### config.mk
export PLATFORM = sky130hd
export DESIGN_NAME = bounded_overwrite_deque
export DESIGN_NICKNAME = d
export VERILOG_FILES = /design/src/rtl/bod_pkg.sv /design/src/rtl/bounded_overwrite_deque.sv /design/src/rtl/bod_ctrl.sv /design/src/rtl/bod_dp.sv
export SDC_FILE = /design/constraint.sdc
export NUM_CORES = 1
export LEC_CHECK = 0
export ABC_AREA = 1
export BUFFER_PORTS_ARGS = -buffer_cell sky130_fd_sc_hd__buf_2
export CORE_MARGIN = 10
export CORE_UTILIZATION = 35
export DETAILED_ROUTE_END_ITERATION = 8
export PLACE_DENSITY = 0.61
export SYNTH_ARGS = -nofsm -noshare
export SYNTH_HDL_FRONTEND = slang
export SYNTH_SLANG_ARGS = --single-unit
### constraint.sdc
create_clock -name clk_i -period 7.1 [get_ports clk_i]
set_clock_uncertainty 0.05 [all_clocks]
set_input_delay 2.13 -clock clk_i [delete_from_list [all_inputs] [get_ports clk_i]]
set_output_delay 2.13 -clock clk_i [all_outputs]
set_load 0.005 [all_outputs]
### src/rtl/bod_pkg.sv
// Package with the shared constants, codes and controller interface types of the deque.
package bod_pkg;

  localparam int DEPTH     = 16;
  localparam int DATA_W    = 32;
  localparam int ACT_W     = 3;
  localparam int OFF_W     = 16;
  localparam int CAP_W     = 5;
  localparam int ECOUNT_W  = 5;
  localparam int CNT_W     = $clog2(DEPTH + 1);
  localparam int PTR_W     = $clog2(DEPTH);
  localparam int MOD_BITS  = 4;
  localparam int MOD_STEPS = OFF_W / MOD_BITS;
  localparam int STEP_W    = $clog2(MOD_STEPS);
  localparam int LIM_CMP_W = (CNT_W > CAP_W) ? CNT_W : CAP_W;
  localparam int CAP_RESET = 16;

  typedef enum logic [ACT_W-1:0] {
    ACT_PUSH_FRONT = 3'd0,
    ACT_PUSH_BACK  = 3'd1,
    ACT_POP_FRONT  = 3'd2,
    ACT_POP_BACK   = 3'd3,
    ACT_WRITE      = 3'd4
  } action_e;

  typedef enum logic [2:0] {
    ST_IDLE,
    ST_MOD,
    ST_UPDATE,
    ST_READ,
    ST_DONE
  } state_e;

  typedef struct packed {
    logic accept;
    logic mod_step;
    logic update;
    logic load_out;
  } cmd_t;

  typedef struct packed {
    logic need_mod;
    logic mod_last;
  } status_t;

endpackage

### src/rtl/bounded_overwrite_deque.sv
// Top level of the bounded overwrite deque: one operation in flight at a time.
// Each item passes the update, read and done states; a non-empty indexed write first runs the mod
// state, in which the remainder unit reduces the 16-bit offset modulo the count 4 bits per cycle.
// The store is a circular buffer with head pointer and count and at most one write per item.
// Reset clears the count, head pointer and capacity (to 16); store contents are not cleared.
module bounded_overwrite_deque import bod_pkg::*; (
  input  logic                clk_i,
  input  logic                rst_ni,
  input  logic                in_valid_i,
  output logic                in_ready_o,
  input  logic [ACT_W-1:0]    action_i,
  input  logic [DATA_W-1:0]   data_value_i,
  input  logic [OFF_W-1:0]    position_offset_i,
  output logic                out_valid_o,
  input  logic                out_ready_i,
  output logic [ECOUNT_W-1:0] element_count_o,
  output logic [DATA_W-1:0]   front_value_o,
  output logic [DATA_W-1:0]   back_value_o,
  output logic                error_flag_o,
  input  logic                cfg_valid_i,
  output logic                cfg_ready_o,
  input  logic [CAP_W-1:0]    capacity_limit_i
);

  cmd_t    cmd;
  status_t sts;

  assign cfg_ready_o = 1'b1;

  bod_ctrl u_ctrl (
    .clk_i       (clk_i),
    .rst_ni      (rst_ni),
    .in_valid_i  (in_valid_i),
    .in_ready_o  (in_ready_o),
    .out_ready_i (out_ready_i),
    .out_valid_o (out_valid_o),
    .cmd_o       (cmd),
    .sts_i       (sts)
  );

  bod_dp u_dp (
    .clk_i             (clk_i),
    .rst_ni            (rst_ni),
    .cmd_i             (cmd),
    .sts_o             (sts),
    .action_i          (action_i),
    .data_value_i      (data_value_i),
    .position_offset_i (position_offset_i),
    .cfg_valid_i       (cfg_valid_i),
    .capacity_limit_i  (capacity_limit_i),
    .element_count_o   (element_count_o),
    .front_value_o     (front_value_o),
    .back_value_o      (back_value_o),
    .error_flag_o      (error_flag_o)
  );

endmodule

### src/rtl/bod_ctrl.sv
// Controller state machine that sequences one deque operation at a time.
module bod_ctrl import bod_pkg::*; (
  input  logic    clk_i,
  input  logic    rst_ni,
  input  logic    in_valid_i,
  output logic    in_ready_o,
  input  logic    out_ready_i,
  output logic    out_valid_o,
  output cmd_t    cmd_o,
  input  status_t sts_i
);

  state_e state_q, state_d;
  logic   out_valid_q, out_valid_d;

  always_comb begin
    state_d = state_q;
    case (state_q)
      ST_IDLE: begin
        if (in_valid_i) begin
          state_d = sts_i.need_mod ? ST_MOD : ST_UPDATE;
        end
      end
      ST_MOD: begin
        if (sts_i.mod_last) begin
          state_d = ST_UPDATE;
        end
      end
      ST_UPDATE: state_d = ST_READ;
      ST_READ:   state_d = ST_DONE;
      ST_DONE: begin
        if (!out_valid_q || out_ready_i) begin
          state_d = ST_IDLE;
        end
      end
      default: state_d = ST_IDLE;
    endcase
  end

  always_comb begin
    cmd_o          = '0;
    in_ready_o     = 1'b0;
    out_valid_d    = out_valid_q && !out_ready_i;
    case (state_q)
      ST_IDLE: begin
        in_ready_o   = 1'b1;
        cmd_o.accept = in_valid_i;
      end
      ST_MOD:    cmd_o.mod_step = 1'b1;
      ST_UPDATE: cmd_o.update   = 1'b1;
      ST_READ:   ;
      ST_DONE: begin
        if (!out_valid_q || out_ready_i) begin
          cmd_o.load_out = 1'b1;
          out_valid_d    = 1'b1;
        end
      end
      default: ;
    endcase
  end

  always_ff @(posedge clk_i or negedge rst_ni) begin
    if (!rst_ni) begin
      state_q     <= ST_IDLE;
      out_valid_q <= 1'b0;
    end else begin
      state_q     <= state_d;
      out_valid_q <= out_valid_d;
    end
  end

  assign out_valid_o = out_valid_q;

endmodule

### src/rtl/bod_dp.sv
// Datapath with the circular element store, pointers, offset remainder unit and result registers.
module bod_dp import bod_pkg::*; (
  input  logic                clk_i,
  input  logic                rst_ni,
  input  cmd_t                cmd_i,
  output status_t             sts_o,
  input  logic [ACT_W-1:0]    action_i,
  input  logic [DATA_W-1:0]   data_value_i,
  input  logic [OFF_W-1:0]    position_offset_i,
  input  logic                cfg_valid_i,
  input  logic [CAP_W-1:0]    capacity_limit_i,
  output logic [ECOUNT_W-1:0] element_count_o,
  output logic [DATA_W-1:0]   front_value_o,
  output logic [DATA_W-1:0]   back_value_o,
  output logic                error_flag_o
);

  function automatic logic [CNT_W-1:0] eff_limit(input logic [CAP_W-1:0] cap);
    logic [LIM_CMP_W-1:0] c;
    c = LIM_CMP_W'(cap);
    if (c == '0) begin
      return CNT_W'(1);
    end else if (c > LIM_CMP_W'(DEPTH)) begin
      return CNT_W'(DEPTH);
    end
    return CNT_W'(c);
  endfunction

  function automatic logic [PTR_W-1:0] wrap_add(input logic [PTR_W-1:0] a,
                                                input logic [CNT_W-1:0] b);
    logic [CNT_W:0] s;
    s = (CNT_W + 1)'(a) + (CNT_W + 1)'(b);
    if (s >= (CNT_W + 1)'(DEPTH)) begin
      s = s - (CNT_W + 1)'(DEPTH);
    end
    return PTR_W'(s);
  endfunction

  logic [DATA_W-1:0]   mem [DEPTH];
  logic [CAP_W-1:0]    cap_q;
  logic [CNT_W-1:0]    cnt_q, cnt_d;
  logic [PTR_W-1:0]    head_q, head_d;
  logic [ACT_W-1:0]    act_q;
  logic [DATA_W-1:0]   val_q;
  logic [OFF_W-1:0]    off_q;
  logic [CNT_W-1:0]    rem_q, rem_d;
  logic [STEP_W-1:0]   step_q;
  logic                err_q, err_d;
  logic                wr_en;
  logic [PTR_W-1:0]    wr_addr;
  logic [DATA_W-1:0]   rd_front_q, rd_back_q;
  logic [CNT_W-1:0]    lim;
  logic [CNT_W-1:0]    new_lim;

  assign lim     = eff_limit(cap_q);
  assign new_lim = eff_limit(capacity_limit_i);

  assign sts_o.need_mod = (action_e'(action_i) == ACT_WRITE) && (cnt_q != '0);
  assign sts_o.mod_last = (step_q == STEP_W'(MOD_STEPS - 1));

  always_comb begin
    logic [CNT_W:0] t;
    rem_d = rem_q;
    for (int i = 0; i < MOD_BITS; i++) begin
      t = {rem_d, off_q[OFF_W-1-i]};
      if (t >= (CNT_W + 1)'(cnt_q)) begin
        t = t - (CNT_W + 1)'(cnt_q);
      end
      rem_d = CNT_W'(t);
    end
  end

  always_comb begin
    cnt_d   = cnt_q;
    head_d  = head_q;
    err_d   = 1'b0;
    wr_en   = 1'b0;
    wr_addr = head_q;
    case (action_e'(act_q))
      ACT_PUSH_FRONT: begin
        head_d  = (head_q == '0) ? PTR_W'(DEPTH - 1) : head_q - PTR_W'(1);
        wr_en   = 1'b1;
        wr_addr = head_d;
        if (cnt_q < lim) begin
          cnt_d = cnt_q + CNT_W'(1);
        end
      end
      ACT_PUSH_BACK: begin
        wr_en   = 1'b1;
        wr_addr = wrap_add(head_q, cnt_q);
        if (cnt_q < lim) begin
          cnt_d = cnt_q + CNT_W'(1);
        end else begin
          head_d = wrap_add(head_q, CNT_W'(1));
        end
      end
      ACT_POP_FRONT: begin
        if (cnt_q == '0) begin
          err_d = 1'b1;
        end else begin
          head_d = wrap_add(head_q, CNT_W'(1));
          cnt_d  = cnt_q - CNT_W'(1);
        end
      end
      ACT_POP_BACK: begin
        if (cnt_q == '0) begin
          err_d = 1'b1;
        end else begin
          cnt_d = cnt_q - CNT_W'(1);
        end
      end
      ACT_WRITE: begin
        if (cnt_q == '0) begin
          err_d = 1'b1;
        end else begin
          wr_en   = 1'b1;
          wr_addr = wrap_add(head_q, rem_q);
        end
      end
      default: ;
    endcase
  end

  always_ff @(posedge clk_i or negedge rst_ni) begin
    if (!rst_ni) begin
      cap_q  <= CAP_W'(CAP_RESET);
      cnt_q  <= '0;
      head_q <= '0;
      step_q <= '0;
    end else begin
      if (cfg_valid_i) begin
        cap_q <= capacity_limit_i;
        if (cnt_q > new_lim) begin
          cnt_q <= new_lim;
        end
      end else if (cmd_i.update) begin
        cnt_q  <= cnt_d;
        head_q <= head_d;
      end
      if (cmd_i.accept) begin
        step_q <= '0;
      end else if (cmd_i.mod_step) begin
        step_q <= step_q + STEP_W'(1);
      end
    end
  end

  always_ff @(posedge clk_i) begin
    if (cmd_i.accept) begin
      act_q <= action_i;
      val_q <= data_value_i;
      off_q <= position_offset_i;
      rem_q <= '0;
    end else if (cmd_i.mod_step) begin
      off_q <= off_q << MOD_BITS;
      rem_q <= rem_d;
    end
    if (cmd_i.update) begin
      err_q <= err_d;
    end
    if (cmd_i.update && wr_en) begin
      mem[wr_addr] <= val_q;
    end
    rd_front_q <= mem[head_q];
    rd_back_q  <= mem[wrap_add(head_q, cnt_q - CNT_W'(1))];
    if (cmd_i.load_out) begin
      element_count_o <= ECOUNT_W'(cnt_q);
      front_value_o   <= (cnt_q == '0) ? '0 : rd_front_q;
      back_value_o    <= (cnt_q == '0) ? '0 : rd_back_q;
      error_flag_o    <= err_q;
    end
  end

endmodule
* Yosys cells after proc, flatten, opt, wreduce, memory -nomap -nowiden *
Memory sizes are Yosys's and may differ from the RTL's. A register that Yosys moved wholly into a read port is not among the register bits.
Index checks and enable logic that the tools add are counted.

operators by class
  add/subtract/negate cells = 16
  $mul = 0
  divide/modulo/power cells = 0
  $lt $le $gt $ge = 12
  equal/unequal tests = 18
  shift operators = 0
  multiplexer cells = 52
  bitwise logic cells = 1
  reductions and logical operators = 23

operator list
  operator                                                           count
  2-to-1 mux 5 bit                                                   15
  2-to-1 mux 16 bit                                                  2
  2-to-1 mux 4 bit                                                   8
  greater-or-equal comparator 6 x 5 -> 1 bit                         4
  one-hot mux 4 bit (3 select lines)                                 2
  subtractor 4 x 1 -> 4 bit, second input constant                   5
  subtractor 5 bit                                                   4
  adder 4 x 5 -> 6 bit                                               3
  greater-or-equal comparator 6 x 5 -> 1 bit, second input constant  3
  2-to-1 mux 1 bit                                                   16
  logical NOT 5 bit                                                  3
  one-hot mux 3 bit (5 select lines)                                 1
  equality test 3 x 2 -> 1 bit, second input constant                4
  greater-than comparator 5 bit, second input constant               2
  one-hot mux 5 bit (2 select lines)                                 1
  AND reduction 5 bit                                                2
  equality test 3 bit, second input constant                         3
  2-to-1 mux 3 bit                                                   3
  inequality test 2 bit, second input constant                       4
  equality test 3 x 1 -> 1 bit, second input constant                2
  logical NOT 3 bit                                                  2
  2-to-1 mux 2 bit                                                   3
  nonzero test 3 bit                                                 2
  adder 4 x 1 -> 5 bit, second input constant                        1
  21 further kinds                                                   27

storage, ports and cells
  register bits = 147
  bits in latches = 0
  memory bits (writable) = 512
  ROM bits = 0
  word-level logic and storage cells = 138
  memories = 1

memories
  memory    words  bits a word  read ports  clocked after memory_dff  write ports  RTL line      text
  u_dp.mem  16     32           2           2                         1            bod_dp.sv:39  logic [DATA_W-1:0] mem [DEPTH];

* Longest topological paths before layout *
Gate-level depths: netlist (run 1).

  word-level depth = 9
  depth in mapped cells = 41

* Hierarchy *
A second synthesis (run 1) with hierarchy kept.

unflattened totals
  cell total of the unflattened synthesis = 3330
  area total of the unflattened synthesis = 33673.5 µm²

by module, submodules not included
  module                   instances  cells an instance  area an instance (µm²)  sequential area each (µm²)
  bod_dp                   1          3296               33415.8                 20821.2
  bod_ctrl                 1          32                 246.5                   100.1
  bounded_overwrite_deque  1          2                  11.3                    0.0

* Least setup slack after synthesis (run 1) *
OpenSTA, ideal clock, no wires.

  kind = input-to-reg
  from = input port out_ready_i
  to = register u_dp.back_value_o[0] (enable)
  library setup time = 498 ps
  arrival time = 5080 ps
  required time = 6552 ps
  setup slack = 1471 ps
  cell stages on the path = 2
  cells stage by stage = nor2_1 nor2_1

RTL lines
  element                 RTL line                       text
  start: declaration      bounded_overwrite_deque.sv:15  input logic out_ready_i,
  end signal: assignment  bod_dp.sv:169                  back_value_o <= (cnt_q == '0) ? '0 : rd_back_q;
  end: declaration        bod_dp.sv:14                   output logic [DATA_W-1:0] back_value_o,

* Worst setup path in the final report (run 1) *
  from = register u_dp.cnt_q[0]
  to = register u_dp.rem_q[4]

between the ends
  cells in the longest elaborated chain, start to end = 8
  elaborated cells on any way between the ends = 12

ends and longest elaborated chain
  element                                                                                RTL line                    text
  start: declaration                                                                     bod_dp.sv:41                logic [CNT_W-1:0] cnt_q, cnt_d;
  start signal: assignment                                                               bod_dp.sv:134               cnt_q <= new_lim;
  start signal: assignment                                                               bod_dp.sv:137               cnt_q <= cnt_d;
  subtractor 5 bit / greater-or-equal comparator 6 x 5 -> 1 bit (equally long branches)  bod_dp.sv:67, bod_dp.sv:66
  2-to-1 mux 5 bit                                                                       bod_dp.sv:66                if (t >= (CNT_W + 1)'(cnt_q)) begin
  subtractor 5 bit / greater-or-equal comparator 6 x 5 -> 1 bit (equally long branches)  bod_dp.sv:67, bod_dp.sv:66
  2-to-1 mux 5 bit                                                                       bod_dp.sv:66
  subtractor 5 bit / greater-or-equal comparator 6 x 5 -> 1 bit (equally long branches)  bod_dp.sv:67, bod_dp.sv:66
  2-to-1 mux 5 bit                                                                       bod_dp.sv:66
  subtractor 5 bit / greater-or-equal comparator 6 x 5 -> 1 bit (equally long branches)  bod_dp.sv:67, bod_dp.sv:66
  2-to-1 mux 5 bit (*)                                                                   bod_dp.sv:66
  end signal: assignment                                                                 bod_dp.sv:156               rem_q <= rem_d;
  end: declaration                                                                       bod_dp.sv:46                logic [CNT_W-1:0] rem_q, rem_d;

Mark *: on every way between the ends. The rest lies on a longest branch, timed or not.
A chain may end at the register's enable or synchronous reset.

==> results.sh, run 1 <==
export IMPL_status="finished, final reports clean"
export IMPL_endpoint_kind="register"
export IMPL_grt_max_degree=169
export IMPL_worstPathArrival_ns=6.46
export IMPL_drt_pre_antenna_iters=7
export IMPL_cts_root_buf="clkbuf_16"
export IMPL_layout_commonest_cell="edfxtp_1"
export IMPL_cts_max_path_buffers=3
export IMPL_drv_slew=0
export IMPL_yosysWarnings=0
export IMPL_hold_viol=0
export IMPL_die_x_um=329
export IMPL_crit_top_cell="nand2_1"
export IMPL_track_usage=0.175
export IMPL_drcViolationCount=0
export IMPL_first_iter_violations=2656
export IMPL_synthCells=3267
export IMPL_worstPathMaxFanout=10
export IMPL_grt_pass1_vias=24186
export IMPL_routedWlPerCell_um=20.9
export IMPL_yosysSeqAreaShare=0.628
export IMPL_cts_hold_buf=0
export IMPL_insertion_delay_ns=0.64
export IMPL_core_um2=94700
export IMPL_hpwl_um=52500
export IMPL_cts_tree="yes"
export IMPL_rsz0062_at_grt="false"
export IMPL_maxCapViolCount=0
export IMPL_nets=3424
export IMPL_start_util=0.352
export IMPL_die_area_um2=108000
export IMPL_post_route_min_period_ns=5.99
export IMPL_syn_to_final_growth_pct=13.0
export IMPL_syn_nets=3381
export IMPL_fill_cells=9112
export IMPL_io_pins=134
export IMPL_rows=113
export IMPL_start_kind="register"
export IMPL_cts_buffers=76
export IMPL_hp_class="reg2reg"
export IMPL_antenna_found_initial=1
export IMPL_synth_seq_cells=723
export IMPL_die_h_um=329
export IMPL_grt_overflow=0
export IMPL_max_clock_freq_mhz=167
export IMPL_slew_headroom=0.159
export IMPL_avgSynthCellArea_um2=10.2
export IMPL_gp_congestion=0.824
export IMPL_netlist_area_um2=33300
export IMPL_crit_slowest_cell="dfrtp_1"
export IMPL_max_stage_delay_ns=0.59
export IMPL_grt_pass1_wl_um=147000
export IMPL_viasPerCell=5.34
export IMPL_diodes=0
export IMPL_post_cts_buffers=0
export IMPL_antenna_left=0
export IMPL_synth_cell_types=51
export IMPL_final_setup_tns_ns=0
export IMPL_cts_max_level=3
export IMPL_tightest_slew_ns=1.26
export IMPL_final_cell_mix="edfxtp_1 (634), nand2_1 (532), o21ai_0 (380)"
export IMPL_cts_resized=0
export IMPL_port_buffers=132
export IMPL_cts_sinks=723
export IMPL_drive_above_1_share=0.0982
export IMPL_worstPathRequired_ns=7.57
export IMPL_worstSetupPathType="reg2reg"
export IMPL_vias=24772
export IMPL_clk_pin_slew_worst_paths_ns=0.06
export IMPL_drt_wl_total_um=97000
export IMPL_fin_crit_sh=0.844
export IMPL_setup_viol=0
[layer usage]
layer	GRT usage	share of wire	vias up
li1	-	-	11576
met1	0.235	0.43	11918
met2	0.282	0.46	1075
met3	0.0267	0.077	203
met4	0.0694	0.033	0
met5	0	0	-
[logic make-up (layout without fill, tap and decap cells)]
group,count (synthesis),count (layout),synth area share
and+or+nand+nor,1076,1076,0.136
AOI/OAI and AO/OA,900,900,0.151
DFF,723,723,0.628
buffers and inverters,490,594,0.0569
adders and majority gates,53,53,0.0215
xor gates and xnor gates,24,24,0.00676
other,1,1,0.000113
[sequential cells by signal (all words and copies together), names as in the netlist]
register,cells
u_dp.act_q,3
u_dp.rem_q,5
u_dp.error_flag_o,1
u_dp.val_q,32
u_dp.rd_front_q,32
u_dp.err_q,1
u_ctrl.state_q,3
u_dp.mem,512
u_dp.off_q,16
u_dp.head_q,4
u_dp.cap_q,5
u_dp.rd_back_q,32
u_dp.back_value_o,32
u_ctrl.out_valid_o,1
u_dp.step_q,2
u_dp.cnt_q,5
u_dp.front_value_o,32
u_dp.element_count_o,5
[path summary, 6_finish.rpt]
path,start,to,slack (ns),depth (start not counted)
worst min register to register,u_dp.err_q,u_dp.error_flag_o,0.44,0
min in group asynchronous,rst_ni,u_dp.cap_q[0],1.45,1
worst max register to register,u_dp.cnt_q[0],u_dp.rem_q[4],1.11,36
max in group asynchronous,rst_ni,u_dp.head_q[0],5.11,1
worst max-delay path,u_dp.cnt_q[0],u_dp.rem_q[4],1.11,36
worst min-delay path,u_dp.err_q,u_dp.error_flag_o,0.44,0
[synthesized netlist by cell type (all sizes together)]
library cell | count | share of area
a211oi | 3 | 0.00068
or2 | 2 | 0.00038
o2111ai | 1 | 0.00026
o31ai | 1 | 0.00023
o221ai | 23 | 0.0060
a21oi | 304 | 0.046
a22o | 1 | 0.00026
edfxtp | 634 | 0.57
xnor2 | 10 | 0.0029
a32o | 1 | 0.00030
a31oi | 44 | 0.0083
buf | 65 | 0.0090
conb | 1 | 0.00011
o311ai | 23 | 0.0060
nand3 | 181 | 0.029
nand2 | 537 | 0.061
dfrtp | 19 | 0.014
nand4 | 4 | 0.00075
xor2 | 14 | 0.0039
dfstp | 1 | 0.00079
nor3 | 4 | 0.00075
nor4 | 3 | 0.00056
o21ai | 398 | 0.060
a21o | 1 | 0.00023
nor2 | 303 | 0.035
fa | 7 | 0.0042
o211ai | 68 | 0.015
inv | 281 | 0.032
o22ai | 3 | 0.00056
dfxtp | 69 | 0.041
ha | 46 | 0.017
nand3b | 42 | 0.0095
o21a | 25 | 0.0056
a31o | 1 | 0.00026
clkbuf | 144 | 0.016
a221oi | 3 | 0.0013
[cell type report]
type | count | area, um^2 | area share
Sequential cell | 723 | 20900 | 0.556
Inverter | 281 | 1070 | 0.0283
Multi-Input combinational cell | 2054 | 10700 | 0.284
Clock inverter | 32 | 283 | 0.00751
Clock buffer | 107 | 2100 | 0.0558
Tap cell | 1265 | 1580 | 0.0420
Timing Repair Buffer | 174 | 1010 | 0.0269
[critical path: cells and delay by family, from the launching register on]
family / cells / cell delay, ns
AOI/OAI and AO/OA: 6 / 1.33
adders and majority gates: 5 / 1.67
buffers and inverters: 5 / 0.36
DFF: 1 / 0.59
and+or+nand+nor: 20 / 1.90
[metrics by stage]
stage / cells / hold slack [ns] / cell area, um^2 / utilization / setup WS, ns
after CTS: 4636 / 0.449 / 37700 / 0.397 / 1.12
after global placement: 4497 / 0.422 / 35300 / 0.372 / 1.24
after global routing: 4636 / 0.485 / 37700 / 0.397 / 0.434
final: 4636 / 0.441 / 37700 / 0.397 / 1.11
after floorplan: 3267 / 0.350 / 33300 / - / 1.47
after detailed placement: 4497 / 0.437 / 35300 / 0.372 / 1.15
Power of run 1 is left out: the tool's default activity adds up to more than one toggle a clock period on the data nets, which glitch-free logic cannot reach.
==> run 2, diff against run 1 <==
--- a/config.mk
+++ b/config.mk
@@ -10,7 +10,7 @@
 export CORE_MARGIN = 10
 export CORE_UTILIZATION = 35
 export DETAILED_ROUTE_END_ITERATION = 8
-export PLACE_DENSITY = 0.61
+export PLACE_DENSITY = 0.63
 export SYNTH_ARGS = -nofsm -noshare
 export SYNTH_HDL_FRONTEND = slang
 export SYNTH_SLANG_ARGS = --single-unit
==> constraint.sdc (replaced) <==
create_clock -name clk_i -period 5.08 [get_ports clk_i]
set_clock_uncertainty 0.05 [all_clocks]
set_input_delay 1.524 -clock clk_i [delete_from_list [all_inputs] [get_ports clk_i]]
set_output_delay 1.524 -clock clk_i [all_outputs]
set_load 0.005 [all_outputs]
==> results.sh, run 2 (synthesis gave the netlist of run 1 again) <==
export IMPL_core_um2=94700
export IMPL_die_x_um=329
export IMPL_vias=25257
export IMPL_drt_wl_total_um=97400
export IMPL_final_cell_mix="edfxtp_1 (634), nand2_1 (520), o21ai_0 (374)"
export IMPL_antenna_left=0
export IMPL_syn_to_final_growth_pct=16.8
export IMPL_grt_pass1_wl_um=147000
export IMPL_antenna_found_initial=3
export IMPL_cts_max_level=3
export IMPL_critPathCapture="u_dp.rem_q[4]"
export IMPL_worstPathArrival_ns=5.57
export IMPL_hp_class="reg2reg"
export IMPL_maxCapViolCount=0
export IMPL_final_setup_tns_ns=-0.0182
export IMPL_rows=113
export IMPL_fin_crit_sh=1.00
export IMPL_gp_congestion=0.849
export IMPL_nets=3509
export IMPL_layout_commonest_cell="edfxtp_1"
export IMPL_start_kind="register"
export IMPL_rrSetupSlack_ns=-0.02
export IMPL_hold_viol=0
export IMPL_diodes=0
export IMPL_grt_overflow=0
export IMPL_timing_rr_start="u_dp.off_q[15]"
export IMPL_worstPathRequired_ns=5.55
export IMPL_start_util=0.352
export IMPL_cp_startpoint="u_dp.off_q[15]"
export IMPL_cts_root_buf="clkbuf_16"
export IMPL_violations="setup timing"
export IMPL_status="finished with violations"
export IMPL_tightest_slew_ns=1.27
export IMPL_place_area_um2=35900
export IMPL_port_buffers=132
export IMPL_track_usage=0.174
export IMPL_cts_max_path_buffers=3
export IMPL_worstPathMaxFanout=7
export IMPL_max_clock_freq_mhz=196
export IMPL_top_register="u_dp.mem"
export IMPL_rr_worst_depth=37
export IMPL_fin_cells=4724
export IMPL_largest_reg_flops=512
export IMPL_fill_cells=8944
export IMPL_io_pins=134
export IMPL_grt_pass1_vias=24273
export IMPL_post_route_min_period_ns=5.10
export IMPL_drt_pre_antenna_iters=7
export IMPL_viasPerCell=5.35
export IMPL_die_h_um=329
export IMPL_rsz0062_at_grt="true"
export IMPL_slew_headroom=0.151
export IMPL_routedWlPerCell_um=20.6
export IMPL_multi_input_area_um2=11000
export IMPL_fin_ws_ns=-0.0182
export IMPL_crit_slowest_cell="edfxtp_1"
export IMPL_insertion_delay_ns=0.64
export IMPL_endpoint_kind="register"
export IMPL_max_stage_delay_ns=0.38
export IMPL_clk_pin_slew_worst_paths_ns=0.06
export IMPL_cts_sinks=723
export IMPL_design_area_um2=38900
export IMPL_drcViolationCount=0
export IMPL_timing_rr_end="u_dp.rem_q[4]"
export IMPL_drv_slew=0
export IMPL_die_area_um2=108000
export IMPL_crit_top_cell="nand2_2"
export IMPL_cts_tree="yes"
export IMPL_regArea_um2=20900
export IMPL_cts_buffers=78
export IMPL_final_util=0.411
export IMPL_drive_above_1_share=0.138
export IMPL_setup_viol=1
export IMPL_first_iter_violations=2941
export IMPL_placedCellCount=4567
export IMPL_worstSetupPathType="reg2reg"
export IMPL_hpwl_um=54900
export IMPL_cts_hold_buf=0
export IMPL_grt_max_degree=216
run 2: cell types whose count changed in the layout (fill, tap and decap cells not counted), sizes merged:
cell / change
bufinv: +4
clkbuf: -3
inv: -4
nand3: +1
clkinv: +9
clkinvlp: -1
buf: +82
run 2: final cells by class:
type | count | area share
Multi-Input combinational cell | 2055 | 0.282
Clock buffer | 104 | 0.0561
Sequential cell | 723 | 0.538
Timing Repair Buffer | 256 | 0.0448
Tap cell | 1265 | 0.0407
Clock inverter | 40 | 0.0108
Inverter | 281 | 0.0275
run 2: worst min-delay path by stage:
stage                          start           endpoint  slack, ns  depth (start not counted)
after floorplan           u_dp.err_q  u_dp.error_flag_o       0.35                          0
after global placement    u_dp.err_q  u_dp.error_flag_o       0.37                          0
after detailed placement  u_dp.err_q  u_dp.error_flag_o       0.38                          0
after CTS                 u_dp.err_q  u_dp.error_flag_o       0.39                          0
after global routing      u_dp.err_q  u_dp.error_flag_o       0.41                          0
final                     u_dp.err_q  u_dp.error_flag_o       0.39                          0
run 2: metal layers:
layer  vias to the layer above  global-route usage  share of wire
met5                         -                   0              0
met4                         0              0.0607          0.025
met1                     12171               0.237           0.42
met3                       154              0.0240          0.085
met2                      1186               0.283           0.47
li1                      11746                   -              -
run 2: worst max-delay path, delay by kind of cell (launching register included):
kind                       cells  cell delay [ns]
DFF                            1             0.38
xor gates and xnor gates       1             0.14
adders and majority gates      5             1.22
and+or+nand+nor               15             1.19
AOI/OAI and AO/OA              7             1.22
buffers and inverters          9             0.78
run 2: metrics by stage:
stage / hold slack [ns] / setup WS [ns]
finish: 0.385 / -0.0182
global route: 0.407 / -0.249
CTS: 0.389 / 0.0160
detailed placement: 0.375 / -0.334
global placement: 0.372 / -0.207
floorplan: 0.350 / 0.000837
run 2: what timing repair did:
action	in CTS	in global routing
gates cloned	1	0
pin swaps	9	28
buffers inserted	5	8
setup endpoints to repair	5	5
resized for setup	25	44
Power of run 2 is left out for the same reason.
